<file path="config.mk">
export PLATFORM = sky130hd
export DESIGN_NAME = acpi_resource_descriptor_parser_flat
export DESIGN_NICKNAME = d
export VERILOG_FILES = /design/src/sv/rdp_pkg.sv /design/src/sv/rdp_if.sv /design/src/sv/rdp_parse.sv /design/src/sv/rdp_queue.sv /design/src/sv/acpi_resource_descriptor_parser.sv /design/src/flat_wrapper.sv
export SDC_FILE = /design/constraint.sdc
export NUM_CORES = 1
export LEC_CHECK = 0
export CAP_MARGIN = 20
export CORE_MARGIN = 1.5
export CORE_UTILIZATION = 50
export CTS_CLUSTER_SIZE = 30
export DETAILED_ROUTE_END_ITERATION = 8
export DONT_BUFFER_PORTS = 1
export GPL_ROUTABILITY_DRIVEN = 0
export GPL_TIMING_DRIVEN = 0
export HOLD_SLACK_MARGIN = 0.1
export PLACE_DENSITY = 0.67
export SLEW_MARGIN = 20
export SYNTH_ARGS = -nofsm -noshare
export SYNTH_HDL_FRONTEND = slang
export SYNTH_SLANG_ARGS = --single-unit
</file>
<file path="constraint.sdc">
create_clock -name clock -period 5.49 [get_ports clock]
set_input_delay 0.8235 -clock clock [delete_from_list [all_inputs] [get_ports clock]]
set_output_delay 0.8235 -clock clock [all_outputs]
set_load 0.02 [all_outputs]
</file>
<file path="src/sv/rdp_pkg.sv">
package rdp_pkg;

   // parser phase
   typedef enum logic [2:0] {
      PH_TAG,
      PH_LEN_LO,
      PH_LEN_HI,
      PH_BODY,
      PH_HALT
   } phase_type;

   // record kinds
   localparam logic [1:0] KIND_IRQ = 2'd0;
   localparam logic [1:0] KIND_IO  = 2'd1;
   localparam logic [1:0] KIND_MEM = 2'd2;
   localparam logic [1:0] KIND_END = 2'd3;

   // descriptor tag decoding
   localparam logic [3:0] STYPE_IRQ = 4'd4;
   localparam logic [3:0] STYPE_IO  = 4'd8;
   localparam logic [3:0] STYPE_END = 4'd15;
   localparam logic [7:0] TAG_MEM32 = 8'h85;

   // body byte positions of interest
   localparam logic [15:0] POS_IRQ_MASK_HI = 16'd1;
   localparam logic [15:0] POS_IO_MIN_LO   = 16'd1;
   localparam logic [15:0] POS_IO_MIN_HI   = 16'd2;
   localparam logic [15:0] POS_IO_MAX_LO   = 16'd3;
   localparam logic [15:0] POS_IO_MAX_HI   = 16'd4;
   localparam logic [15:0] POS_IO_LEN      = 16'd6;
   localparam logic [15:0] POS_MEM_MIN_LO  = 16'd1;
   localparam logic [15:0] POS_MEM_MIN_HI  = 16'd4;
   localparam logic [15:0] POS_MEM_MAX_LO  = 16'd5;
   localparam logic [15:0] POS_MEM_MAX_HI  = 16'd8;
   localparam logic [15:0] POS_MEM_LEN_LO  = 16'd13;
   localparam logic [15:0] POS_MEM_LEN_HI  = 16'd16;

   // result queue
   localparam int QUEUE_DEPTH = 4;

   typedef struct packed {
      logic [1:0]  kind;
      logic [31:0] range_start;
      logic [31:0] range_end;
      logic [6:0]  entry_number;
      logic        last_result;
   } result_type;

   // results of one byte, in delivery order
   typedef struct packed {
      logic [1:0] push_n;
      result_type word0;
      result_type word1;
   } parse_out_type;

   // index of the lowest set bit of a 16-bit irq mask
   function automatic logic [3:0] lowest_set(input logic [15:0] mask);
      logic [3:0] idx;
      idx = 4'd0;
      for (int i = 15; i >= 0; i--) begin
         if (mask[i]) begin
            idx = 4'(i);
         end
      end
      return idx;
   endfunction

endpackage

</file>
<file path="src/sv/rdp_if.sv">
interface rdp_req_if;
   logic       valid;
   logic       ready;
   logic [7:0] data_byte;
   logic       last_byte;

   modport source (output valid, output data_byte, output last_byte, input ready);
   modport sink (input valid, input data_byte, input last_byte, output ready);
endinterface

interface rdp_rsp_if;
   logic        valid;
   logic        ready;
   logic [1:0]  kind;
   logic [31:0] range_start;
   logic [31:0] range_end;
   logic [6:0]  entry_number;
   logic        last_result;

   modport source (output valid, output kind, output range_start, output range_end,
                   output entry_number, output last_result, input ready);
   modport sink (input valid, input kind, input range_start, input range_end,
                 input entry_number, input last_result, output ready);
endinterface

</file>
<file path="src/sv/rdp_parse.sv">
module rdp_parse #(
   parameter int MaxResources = 8
) (
   input  logic                  clock,
   input  logic                  reset,
   input  logic                  advance,
   input  logic [7:0]            data_byte,
   input  logic                  last_byte,
   output rdp_pkg::parse_out_type parse_out
);

   rdp_pkg::phase_type phase_ff, phase_in;
   logic [7:0]  tag_ff, tag_in;
   logic [15:0] len_ff, len_in;
   logic [15:0] pos_ff, pos_in;
   logic [31:0] min_ff, min_in;
   logic [31:0] max_ff, max_in;
   logic [31:0] flen_ff, flen_in;
   logic [6:0]  count_ff, count_in;

   logic        small_tag;
   logic [3:0]  stype;
   logic [15:0] pos_inc;
   logic [15:0] len_hi;
   logic [15:0] line_bits;
   logic [1:0]  byte_sel;
   logic [6:0]  count_after;
   logic        rec_valid;
   logic        stop_valid;
   logic        halted;
   rdp_pkg::result_type rec_word;
   rdp_pkg::result_type stop_word;

   always_comb begin
      phase_in    = phase_ff;
      tag_in      = tag_ff;
      len_in      = len_ff;
      pos_in      = pos_ff;
      min_in      = min_ff;
      max_in      = max_ff;
      flen_in     = flen_ff;
      count_in    = count_ff;
      rec_valid   = 1'b0;
      stop_valid  = 1'b0;
      halted      = 1'b0;
      rec_word    = '0;
      small_tag   = ~tag_ff[7];
      stype       = tag_ff[6:3];
      pos_inc     = pos_ff + 16'd1;
      len_hi      = {data_byte, len_ff[7:0]};
      line_bits   = {data_byte, min_ff[7:0]};
      // byte lane within a 32-bit field: positions 1..4, 5..8, 13..16 map to 0..3
      byte_sel    = 2'(pos_ff[1:0] - 2'd1);

      unique case (phase_ff)
         rdp_pkg::PH_HALT: begin
            halted = 1'b1;
         end
         rdp_pkg::PH_TAG: begin
            tag_in  = data_byte;
            len_in  = '0;
            pos_in  = '0;
            min_in  = '0;
            max_in  = '0;
            flen_in = '0;
            if (!data_byte[7]) begin
               if (data_byte[6:3] == rdp_pkg::STYPE_END) begin
                  stop_valid = 1'b1;
                  halted     = 1'b1;
                  phase_in   = rdp_pkg::PH_HALT;
               end else if (data_byte[2:0] != 3'd0) begin
                  len_in   = {13'd0, data_byte[2:0]};
                  phase_in = rdp_pkg::PH_BODY;
               end
            end else begin
               phase_in = rdp_pkg::PH_LEN_LO;
            end
         end
         rdp_pkg::PH_LEN_LO: begin
            len_in   = {8'd0, data_byte};
            phase_in = rdp_pkg::PH_LEN_HI;
         end
         rdp_pkg::PH_LEN_HI: begin
            len_in   = len_hi;
            phase_in = (len_hi == 16'd0) ? rdp_pkg::PH_TAG : rdp_pkg::PH_BODY;
         end
         rdp_pkg::PH_BODY: begin
            if (small_tag && stype == rdp_pkg::STYPE_IRQ) begin
               if (pos_ff == 16'd0) begin
                  min_in = {24'd0, data_byte};
               end else if (pos_ff == rdp_pkg::POS_IRQ_MASK_HI && line_bits != 16'd0) begin
                  rec_valid            = 1'b1;
                  rec_word.kind        = rdp_pkg::KIND_IRQ;
                  rec_word.range_start = {28'd0, rdp_pkg::lowest_set(line_bits)};
                  rec_word.range_end   = {28'd0, rdp_pkg::lowest_set(line_bits)};
               end
            end else if (small_tag && stype == rdp_pkg::STYPE_IO) begin
               if (pos_ff == rdp_pkg::POS_IO_MIN_LO) begin
                  min_in[7:0] = data_byte;
               end else if (pos_ff == rdp_pkg::POS_IO_MIN_HI) begin
                  min_in[15:8] = data_byte;
               end else if (pos_ff == rdp_pkg::POS_IO_MAX_LO) begin
                  max_in[7:0] = data_byte;
               end else if (pos_ff == rdp_pkg::POS_IO_MAX_HI) begin
                  max_in[15:8] = data_byte;
               end else if (pos_ff == rdp_pkg::POS_IO_LEN) begin
                  flen_in              = {24'd0, data_byte};
                  rec_valid            = 1'b1;
                  rec_word.kind        = rdp_pkg::KIND_IO;
                  rec_word.range_start = min_ff;
                  rec_word.range_end   = max_ff + {24'd0, data_byte} - 32'd1;
               end
            end else if (tag_ff == rdp_pkg::TAG_MEM32) begin
               if (pos_ff >= rdp_pkg::POS_MEM_MIN_LO && pos_ff <= rdp_pkg::POS_MEM_MIN_HI) begin
                  min_in[8*byte_sel +: 8] = data_byte;
               end else if (pos_ff >= rdp_pkg::POS_MEM_MAX_LO &&
                            pos_ff <= rdp_pkg::POS_MEM_MAX_HI) begin
                  max_in[8*byte_sel +: 8] = data_byte;
               end else if (pos_ff >= rdp_pkg::POS_MEM_LEN_LO &&
                            pos_ff <= rdp_pkg::POS_MEM_LEN_HI) begin
                  flen_in[8*byte_sel +: 8] = data_byte;
                  if (pos_ff == rdp_pkg::POS_MEM_LEN_HI) begin
                     rec_valid            = 1'b1;
                     rec_word.kind        = rdp_pkg::KIND_MEM;
                     rec_word.range_start = min_ff;
                     rec_word.range_end   = max_ff + {data_byte, flen_ff[23:0]} - 32'd1;
                  end
               end
            end
            pos_in = pos_inc;
            if (pos_inc >= len_ff) begin
               phase_in = rdp_pkg::PH_TAG;
            end
         end
         default: begin
            phase_in = rdp_pkg::PH_TAG;
         end
      endcase

      rec_word.entry_number = count_ff;
      count_after = rec_valid ? 7'(count_ff + 7'd1) : count_ff;
      count_in    = count_after;

      // record limit reached: end of list follows on the same byte
      if (phase_ff == rdp_pkg::PH_BODY && count_after >= 7'(MaxResources)) begin
         stop_valid = 1'b1;
         halted     = 1'b1;
         phase_in   = rdp_pkg::PH_HALT;
      end

      // last byte of the buffer closes the list and re-arms
      if (last_byte) begin
         if (!halted) begin
            stop_valid = 1'b1;
         end
         phase_in = rdp_pkg::PH_TAG;
         tag_in   = '0;
         len_in   = '0;
         pos_in   = '0;
         min_in   = '0;
         max_in   = '0;
         flen_in  = '0;
         count_in = '0;
      end

      rec_word.last_result   = ~stop_valid;
      stop_word.kind         = rdp_pkg::KIND_END;
      stop_word.range_start  = '0;
      stop_word.range_end    = '0;
      stop_word.entry_number = count_after;
      stop_word.last_result  = 1'b1;

      parse_out.word0 = rec_valid ? rec_word : stop_word;
      parse_out.word1 = stop_word;
      if (!advance) begin
         parse_out.push_n = 2'd0;
      end else begin
         parse_out.push_n = 2'({1'b0, rec_valid} + {1'b0, stop_valid});
      end
   end

   always_ff @(posedge clock) begin
      if (reset) begin
         phase_ff <= rdp_pkg::PH_TAG;
         tag_ff   <= '0;
         len_ff   <= '0;
         pos_ff   <= '0;
         min_ff   <= '0;
         max_ff   <= '0;
         flen_ff  <= '0;
         count_ff <= '0;
      end else if (advance) begin
         phase_ff <= phase_in;
         tag_ff   <= tag_in;
         len_ff   <= len_in;
         pos_ff   <= pos_in;
         min_ff   <= min_in;
         max_ff   <= max_in;
         flen_ff  <= flen_in;
         count_ff <= count_in;
      end
   end

endmodule

</file>
<file path="src/sv/rdp_queue.sv">
module rdp_queue (
   input  logic                                        clock,
   input  logic                                        reset,
   input  rdp_pkg::parse_out_type                      parse_out,
   input  logic                                        pop,
   output rdp_pkg::result_type                         head,
   output logic [$clog2(rdp_pkg::QUEUE_DEPTH+1)-1:0]   level
);

   localparam int PtrW   = $clog2(rdp_pkg::QUEUE_DEPTH);
   localparam int LevelW = $clog2(rdp_pkg::QUEUE_DEPTH + 1);

   rdp_pkg::result_type slot_ff [rdp_pkg::QUEUE_DEPTH];
   logic [PtrW-1:0]   wr_ptr_ff, wr_ptr_in;
   logic [PtrW-1:0]   rd_ptr_ff, rd_ptr_in;
   logic [LevelW-1:0] level_ff, level_in;
   logic [PtrW-1:0]   wr_next;

   always_comb begin
      wr_next   = PtrW'(wr_ptr_ff + 1'b1);
      wr_ptr_in = PtrW'(wr_ptr_ff + PtrW'(parse_out.push_n));
      rd_ptr_in = pop ? PtrW'(rd_ptr_ff + 1'b1) : rd_ptr_ff;
      level_in  = LevelW'(level_ff + LevelW'(parse_out.push_n) - LevelW'(pop));
   end

   always_ff @(posedge clock) begin
      if (parse_out.push_n != 2'd0) begin
         slot_ff[wr_ptr_ff] <= parse_out.word0;
      end
      if (parse_out.push_n == 2'd2) begin
         slot_ff[wr_next] <= parse_out.word1;
      end
   end

   always_ff @(posedge clock) begin
      if (reset) begin
         wr_ptr_ff <= '0;
         rd_ptr_ff <= '0;
         level_ff  <= '0;
      end else begin
         wr_ptr_ff <= wr_ptr_in;
         rd_ptr_ff <= rd_ptr_in;
         level_ff  <= level_in;
      end
   end

   assign head  = slot_ff[rd_ptr_ff];
   assign level = level_ff;

endmodule

</file>
<file path="src/sv/acpi_resource_descriptor_parser.sv">
// channel   dir  handshake     words
// req_chan  in   valid/ready   data_byte[8], last_byte[1]
// rsp_chan  out  valid/ready   kind[2], range_start[32], range_end[32],
//                              entry_number[7], last_result[1]
//
// one template byte per cycle while the result queue has room; a byte is held in the input register,
// is parsed into the result queue when it advances and its first word can then be taken from the queue
// words leave the queue one per cycle while rsp ready is high; a byte closing a record and the list yields two
// synchronous reset returns the parser to expecting a descriptor tag, record count zero
// rsp stalls fill the four-word result queue; req_ready drops only when fewer than
// two free slots would remain for the byte waiting in the input register
module acpi_resource_descriptor_parser #(
   parameter int MAX_RESOURCES = 8
) (
   input  logic       clock,
   input  logic       reset,
   rdp_req_if.sink    req_chan,
   rdp_rsp_if.source  rsp_chan
);

   localparam int LevelW = $clog2(rdp_pkg::QUEUE_DEPTH + 1);

   // input register
   logic       in_valid_ff, in_valid_in;
   logic [7:0] in_byte_ff;
   logic       in_last_ff;

   logic                   advance;
   logic                   req_take;
   logic                   rsp_pop;
   logic [LevelW-1:0]      level;
   rdp_pkg::parse_out_type parse_out;
   rdp_pkg::result_type    head;

   // room for the worst case of two words from the byte in the input register
   assign advance  = in_valid_ff && (level <= LevelW'(rdp_pkg::QUEUE_DEPTH - 2));
   assign req_take = req_chan.valid && req_chan.ready;
   assign req_chan.ready = ~in_valid_ff | advance;

   always_comb begin
      in_valid_in = in_valid_ff;
      if (req_take) begin
         in_valid_in = 1'b1;
      end else if (advance) begin
         in_valid_in = 1'b0;
      end
   end

   always_ff @(posedge clock) begin
      if (reset) begin
         in_valid_ff <= 1'b0;
      end else begin
         in_valid_ff <= in_valid_in;
      end
   end

   // payload holds while a byte waits
   always_ff @(posedge clock) begin
      if (req_take) begin
         in_byte_ff <= req_chan.data_byte;
         in_last_ff <= req_chan.last_byte;
      end
   end

   // descriptor framing and field extraction
   rdp_parse #(
      .MaxResources(MAX_RESOURCES)
   ) u_parse (
      .clock     (clock),
      .reset     (reset),
      .advance   (advance),
      .data_byte (in_byte_ff),
      .last_byte (in_last_ff),
      .parse_out (parse_out)
   );

   // result words waiting for the consumer
   rdp_queue u_queue (
      .clock     (clock),
      .reset     (reset),
      .parse_out (parse_out),
      .pop       (rsp_pop),
      .head      (head),
      .level     (level)
   );

   assign rsp_pop               = rsp_chan.valid && rsp_chan.ready;
   assign rsp_chan.valid        = (level != '0);
   assign rsp_chan.kind         = head.kind;
   assign rsp_chan.range_start  = head.range_start;
   assign rsp_chan.range_end    = head.range_end;
   assign rsp_chan.entry_number = head.entry_number;
   assign rsp_chan.last_result  = head.last_result;

   // end of list is always the final word of its byte
   a_end_is_last: assert property (@(posedge clock) disable iff (reset)
      rsp_chan.valid && rsp_chan.kind == rdp_pkg::KIND_END |-> rsp_chan.last_result)
      else $error("end record without last_result");

   // a record index stays below the limit, the end count never exceeds it
   a_entry_bound: assert property (@(posedge clock) disable iff (reset)
      rsp_chan.valid |->
         (rsp_chan.kind == rdp_pkg::KIND_END && rsp_chan.entry_number <= 7'(MAX_RESOURCES)) ||
         (rsp_chan.kind != rdp_pkg::KIND_END && rsp_chan.entry_number < 7'(MAX_RESOURCES)))
      else $error("entry number out of range");

   // queue never overfills
   a_queue_bound: assert property (@(posedge clock) disable iff (reset)
      level <= LevelW'(rdp_pkg::QUEUE_DEPTH))
      else $error("result queue overflow");

   // a waiting byte is neither lost nor overwritten
   a_hold_byte: assert property (@(posedge clock) disable iff (reset)
      in_valid_ff && !advance |=> in_valid_ff && $stable(in_byte_ff) && $stable(in_last_ff))
      else $error("input byte lost while waiting");

endmodule
</file>
<file path="src/flat_wrapper.sv">
// flat-port wrapper written by rule: the top's interface ports become plain ports
module acpi_resource_descriptor_parser_flat 
#(
   parameter int MAX_RESOURCES = 8
)
  (clock, reset, req_chan_valid, req_chan_data_byte, req_chan_last_byte, req_chan_ready, rsp_chan_valid, rsp_chan_kind, rsp_chan_range_start, rsp_chan_range_end, rsp_chan_entry_number, rsp_chan_last_result, rsp_chan_ready);
  rdp_req_if req_chan_i ();
  rdp_rsp_if rsp_chan_i ();
  input  logic clock;
  input  logic reset;
  input wire logic [$bits(req_chan_i.valid)-1:0] req_chan_valid;
  input wire logic [$bits(req_chan_i.data_byte)-1:0] req_chan_data_byte;
  input wire logic [$bits(req_chan_i.last_byte)-1:0] req_chan_last_byte;
  output wire logic [$bits(req_chan_i.ready)-1:0] req_chan_ready;
  output wire logic [$bits(rsp_chan_i.valid)-1:0] rsp_chan_valid;
  output wire logic [$bits(rsp_chan_i.kind)-1:0] rsp_chan_kind;
  output wire logic [$bits(rsp_chan_i.range_start)-1:0] rsp_chan_range_start;
  output wire logic [$bits(rsp_chan_i.range_end)-1:0] rsp_chan_range_end;
  output wire logic [$bits(rsp_chan_i.entry_number)-1:0] rsp_chan_entry_number;
  output wire logic [$bits(rsp_chan_i.last_result)-1:0] rsp_chan_last_result;
  input wire logic [$bits(rsp_chan_i.ready)-1:0] rsp_chan_ready;
  assign req_chan_i.valid = req_chan_valid;
  assign req_chan_i.data_byte = req_chan_data_byte;
  assign req_chan_i.last_byte = req_chan_last_byte;
  assign req_chan_ready = req_chan_i.ready;
  assign rsp_chan_valid = rsp_chan_i.valid;
  assign rsp_chan_kind = rsp_chan_i.kind;
  assign rsp_chan_range_start = rsp_chan_i.range_start;
  assign rsp_chan_range_end = rsp_chan_i.range_end;
  assign rsp_chan_entry_number = rsp_chan_i.entry_number;
  assign rsp_chan_last_result = rsp_chan_i.last_result;
  assign rsp_chan_i.ready = rsp_chan_ready;
  acpi_resource_descriptor_parser #(.MAX_RESOURCES(MAX_RESOURCES)) u_core (.clock(clock), .reset(reset), .req_chan(req_chan_i), .rsp_chan(rsp_chan_i));
endmodule
</file>
**After elaboration in Yosys (flattened, before gate mapping)**

Memories as Yosys holds them, arrays and structs flattened. A register that Yosys moved wholly into a read port is not among the register bits.
Index checks and enable logic that the tools add are counted.

- Register bits: 163
- Latch bits: 0
- Memory bits (writable): 296
- ROM bits: 0
- Output and inout port bits: 76
- Logic and storage cells: 251
- Memories: 1

Memories:

| memory | words | bits a word | rd ports | clocked after Yosys merged registers in | write ports | line | RTL |
|---|---|---|---|---|---|---|---|
| u_core.u_queue.slot_ff | 4 | 74 | 1 | 1 | 2 | rdp_queue.sv:13 | `rdp_pkg::result_type slot_ff [rdp_pkg::QUEUE_DEPTH];` |

- Add/subtract/negate cells: 14
- Multipliers: 0
- Divide/modulo/power cells: 0
- $lt $le $gt $ge: 9
- Equality and inequality tests: 45
- Shift-type cells: 2
- Muxes and demuxes: 123
- Bitwise operators: 4
- Reductions and logical operators: 34

Operators by type and width:

| kind | count |
|---|---|
| $mux 32 | 22 |
| $mux 66 | 8 |
| $mux 65 | 5 |
| $pmux 32 s2 | 3 |
| $mux 16 | 8 |
| $bwmux 32 | 3 |
| $mux 74 | 1 |
| $mux 36 | 2 |
| $mux 4 | 16 |
| $mux 8 | 8 |
| $ne 4x3->1 const B | 16 |
| $sub 32x1->32 const B | 2 |
| $pmux 16 s3 | 1 |
| $neg 5->34 | 1 |
| $shift 8x34->32 const A | 1 |
| $shiftx 8x34->32 | 1 |
| $add 32x32->32 | 1 |
| $add 32x8->32 | 1 |
| $eq 16x2->1 const B | 2 |
| $eq 16x3->1 const B | 2 |
| $logic_not 16->1 | 2 |
| $pmux 16 s2 | 1 |
| $mux 1 | 28 |
| $mux 3 | 9 |
| 51 further kinds | 87 |

**Depth between registers and ports, before layout**

- Depth in word-level cells: 21
- Depth in mapped cells: 21
- Depth with buffers taken out: 18

**Cells and area by module**

A second synthesis with hierarchy kept.

- Cell total of the unflattened synthesis: 2439
- Area, all modules: 27173.6 um^2

Modules (own cells, without submodules):

| module | times used | cells each | area an instance (um^2) | seq. area each (um^2) |
|---|---|---|---|---|
| rdp_queue | 1 | 758 | 14732.9 | 9068.7 |
| rdp_parse | 1 | 1661 | 12086.6 | 2762.6 |
| acpi_resource_descriptor_parser | 1 | 20 | 354.1 | 290.3 |

**Least setup slack after synthesis**

No wires, ideal clock.

- Path kind: register -> register
- Start: register u_core.u_parse.pos_ff[0]
- End: memory u_core.u_queue.slot_ff[1][52] (netlist bit)
- Data arrival time: 4504 ps
- Required time: 5430 ps
- Path slack: 927 ps
- Stages on the path, launching flop included: 21
- Path buffers: 5
- Cell sequence: dfxtp_1 clkbuf_1 inv_1 ha_1 clkbuf_1 nand3b_1 or4_1 a21oi_2 a21oi_2 nor3_2 xnor2_1 o211a_4 o211ai_1 ha_1 o21ai_1 or2_2 clkbuf_1 and2_1 clkbuf_1 clkbuf_1 a22o_1

RTL lines:

| what | line | RTL |
|---|---|---|
| start: declaration | rdp_parse.sv:15 | `logic [15:0] pos_ff, pos_in;` |
| start signal: assignment | rdp_parse.sv:196 | `pos_ff <= pos_in;` |
| end: declaration | rdp_queue.sv:13 |  |

==> out/metrics.yaml <==
run_status:
  status: "completed"
global_route:
  antenna_found_initial: 0
  grt_pass1_vias: 19240
  grt_usage_pct: 30.4
  grt_max_degree: 15
  grt_pass1_wl_microns: 112000
  grt_overflow: 0
power:
  p_comb_share_pct: 14.5
  p_per_area_nw_per_um2: 310
  finalPower_mw: 8.07
  ir_worst_vdd_mv: 0.329
  seq_power_share_pct: 42.5
  p_leak_nw: 9.90
  internal-power_mw: 5.82
  p_clk_share_pct: 43.0
  p_switching_mw: 2.25
  p_sw_share_pct: 27.9
placement:
  placed_area_sq_um: 24200
  port-buffer-count: 0
  dp_cells: 3177
  dpl.hpwl_microns: 55300
  place_ws_ps: -1070
synthesis:
  synth_flop_cell: "dfxtp_1"
  syn_area_sq_um: 23400
  yosysWarnings: 0
  ys_seq_area_share_pct: 40.4
  syn_area_per_cell_sq_um: 9.10
  synth_top_area_share_pct: 35.6
  synth_edf_count: 37
  synth.largest_area_cell: "dfxtp_1"
  synthArstFlopShare_pct: 0
  synth_area_leaders: "dfxtp_1, mux4_2, ha_1"
  synth_cells: 2569
  synth_cell_types: 90
  ys_seq_elements: 453
  yosysMostFrequentCell: "dfxtp_1"
  synth_fp_nets: 2715
  synthTopCellsByCount: "dfxtp_1, nand2_1, nor2_1"
floorplan:
  num_io_pins: 89
  chipHeight_microns: 219
  start_util_pct: 50.5
  die_w_microns: 219
  rows: 79
  core_sq_um: 46400
  die_area_sq_um: 48100
timing:
  hold_viol_final: 0
  period_needed_ps: 5300
  fin_worst_skew_ps: 18.1
  worst_pin_slew_ps: 1240
  rsz0062_at_grt: "no"
  timing.final.ws_setup_ps: 187
  final.period_utilization_pct: 96.6
  max_freq_mhz: 189
  max_slew_margin_pct: 16.4
  maxSlewViolCount: 0
  setup_viol: 0
  fin_hold_ws_ps: 322
critical_path:
  r2r_slack_ps: 190
  crit_required_ps: 6030
  crit_arrival_ps: 5840
  worstPathMaxFanout: 10
  reg2reg_from: "u_core.in_byte_ff[0]"
  crit_path_end_kind: "register"
  path_class: "reg -> reg"
  r2r-end: "u_core.u_queue.slot_ff[1][55]"
  ff2ff_path_depth: 14
  critPathLaunchType: "register"
clock_tree:
  cts_buffer_depth: 3
  cts-buffers-inserted: 48
  clk_pin_slew_ps: 60
  cts_sinks: 453
  htree_levels: 2
  cts_root_buf: "clkbuf_16"
  cts_hold_buf: 0
  clock_latency_ps: 600
  cts_tree: "yes"
finish:
  stdcell_area_sq_um: 26000
  layout-drive-gt1-share_pct: 10.3
  final_net_count: 2761
  final_cells: 3262
  antenna_cells: 0
  fill_cells: 4071
  area_growth_pct: 11.1
drt:
  num_vias: 20467
  routedWlPerCell_microns: 22.6
  drt_wl_total_microns: 73800
  drtPass1Iterations: 7
  route.detailed.drc: 0
  postRouteAntennaNets: 0
  drt_iter0_drc: 2120
  viasPerCell: 6.27
worst_hold_path:
  hold_end: "u_core.in_byte_ff[6]"
  min_path_type: "in -> reg"
  whs_path_depth: 0
  hp-start: "req_chan_data_byte[6]"
run:
  maxCapViolCount: 0
[kinds of logic (layout without fill, tap and decap cells)]
family,Yosys count,count (layout),share of synthesized area (%)
flip-flops,453,453,40.4
XOR/XNOR,75,75,2.81
adder cells (fa/ha/maj),133,133,7.21
multiplexers,105,105,8.45
buffers and inverters,334,420,5.51
AO/OA/AOI/OAI,715,715,20.5
AND/OR/NAND/NOR,754,754,15.2
[worst max-delay path, stage by stage (launching register included)]
cell	delay, ps
edfxtp_1	660
nor4_2	620
a41oi_1	260
and3_1	260
a21oi_2	320
nor3_2	100
xnor2_1	460
o211a_4	320
o211ai_1	200
ha_2	470
o21ai_4	110
or2_2	450
nor2_1	240
clkbuf_1	540
a22o_1	220
[power groups by stage]
stage                     sequential (mW)  clock [mW]  combinational, mW
after floorplan                      3.49           0              0.821
after global placement               3.50           0               1.12
after detailed placement             3.50           0               1.14
after CTS                            3.43        3.49               1.15
after global routing                 3.44        3.64               1.24
final                                3.43        3.47               1.17
[through the flow]
| stage | TNS [ps] | util [%] |
|---|---|---|
| after floorplan | 0 | - |
| after global placement | -179980 | 52.1 |
| after detailed placement | -219100 | 52.1 |
| after CTS | 0 | 55.9 |
| after global routing | 0 | 56.0 |
| final | 0 | 56.0 |
[layer usage]
layer,track usage (%),up-vias,routed length (microns)
li1,-,9302,-
met1,41.0,10055,30900
met2,48.8,943,33800
met3,4.81,167,6260
met4,11.8,0,2770
met5,0,-,0
[sequential cells by signal, indices dropped and copies added, names as in the netlist, named ones only]
register / cells
u_core.u_queue.slot_ff: 296
u_core.u_parse.tag_ff: 8
u_core.u_parse.len_ff: 16
u_core.u_parse.flen_ff: 24
u_core.u_queue.rd_ptr_ff: 2
u_core.u_parse.max_ff: 32
u_core.u_parse.phase_ff: 3
u_core.u_parse.pos_ff: 16
u_core.in_last_ff: 1
u_core.in_valid_ff: 1
u_core.u_queue.level: 3
u_core.in_byte_ff: 8
u_core.u_parse.min_ff: 32
u_core.u_queue.wr_ptr_ff: 2
u_core.u_parse.count_ff: 7
[placed cells by master (no fill, tap or decap), types with 37 or more instances in the layout]
| master | Yosys | final |
|---|---|---|
| mux4_2 | 74 | 74 |
| clkbuf_1 | 114 | 81 |
| xnor2_1 | 49 | 49 |
| dfxtp_1 | 416 | 415 |
| edfxtp_1 | 37 | 37 |
| ha_1 | 130 | 128 |
| a22o_1 | 149 | 149 |
| a21oi_1 | 165 | 165 |
| nand2_1 | 238 | 237 |
| nor2_1 | 215 | 214 |
| nand2b_1 | 37 | 37 |
| o21ai_0 | 195 | 195 |
| clkbuf_16 | 0 | 51 |
| inv_1 | 184 | 182 |
| nand3_1 | 88 | 88 |
| nor3_1 | 50 | 48 |
[cell type report]
type | instances | area, sq um | area share, %
well taps | 607 | 759 | 2.92
clock buffers | 66 | 1430 | 5.51
clock inverters | 24 | 274 | 1.05
flip-flops and latches | 453 | 9440 | 36.3
repair buffers | 4 | 42.5 | 0.164
multi-input cells | 1782 | 12700 | 48.9
plain buffers | 142 | 617 | 2.37
inverters | 184 | 698 | 2.69
[worst max-delay path by stage]
stage	from	end	slack, ps	cells after the start
after global placement	u_core.u_parse.pos_ff[0]	u_core.u_queue.slot_ff[1][22]	-950	20
after floorplan	u_core.u_parse.pos_ff[0]	u_core.u_queue.slot_ff[1][52]	930	20
final	u_core.in_byte_ff[0]	u_core.u_queue.slot_ff[1][55]	190	14
after global routing	u_core.u_parse.pos_ff[0]	u_core.u_queue.slot_ff[0][67]	70	17
after detailed placement	u_core.u_parse.pos_ff[0]	u_core.u_queue.slot_ff[1][24]	-1070	20
after CTS	u_core.u_parse.pos_ff[0]	u_core.u_queue.slot_ff[3][44]	30	17
[timing repair]
item | in CTS | in global routing
buffers inserted | 1 | 2
endpoints found under the setup margin | 315 | 314
cloned | 0 | 0
resized for setup | 34 | 21
pin swaps | 0 | 1
No activity file was read; power rests on OpenSTA's default activity.
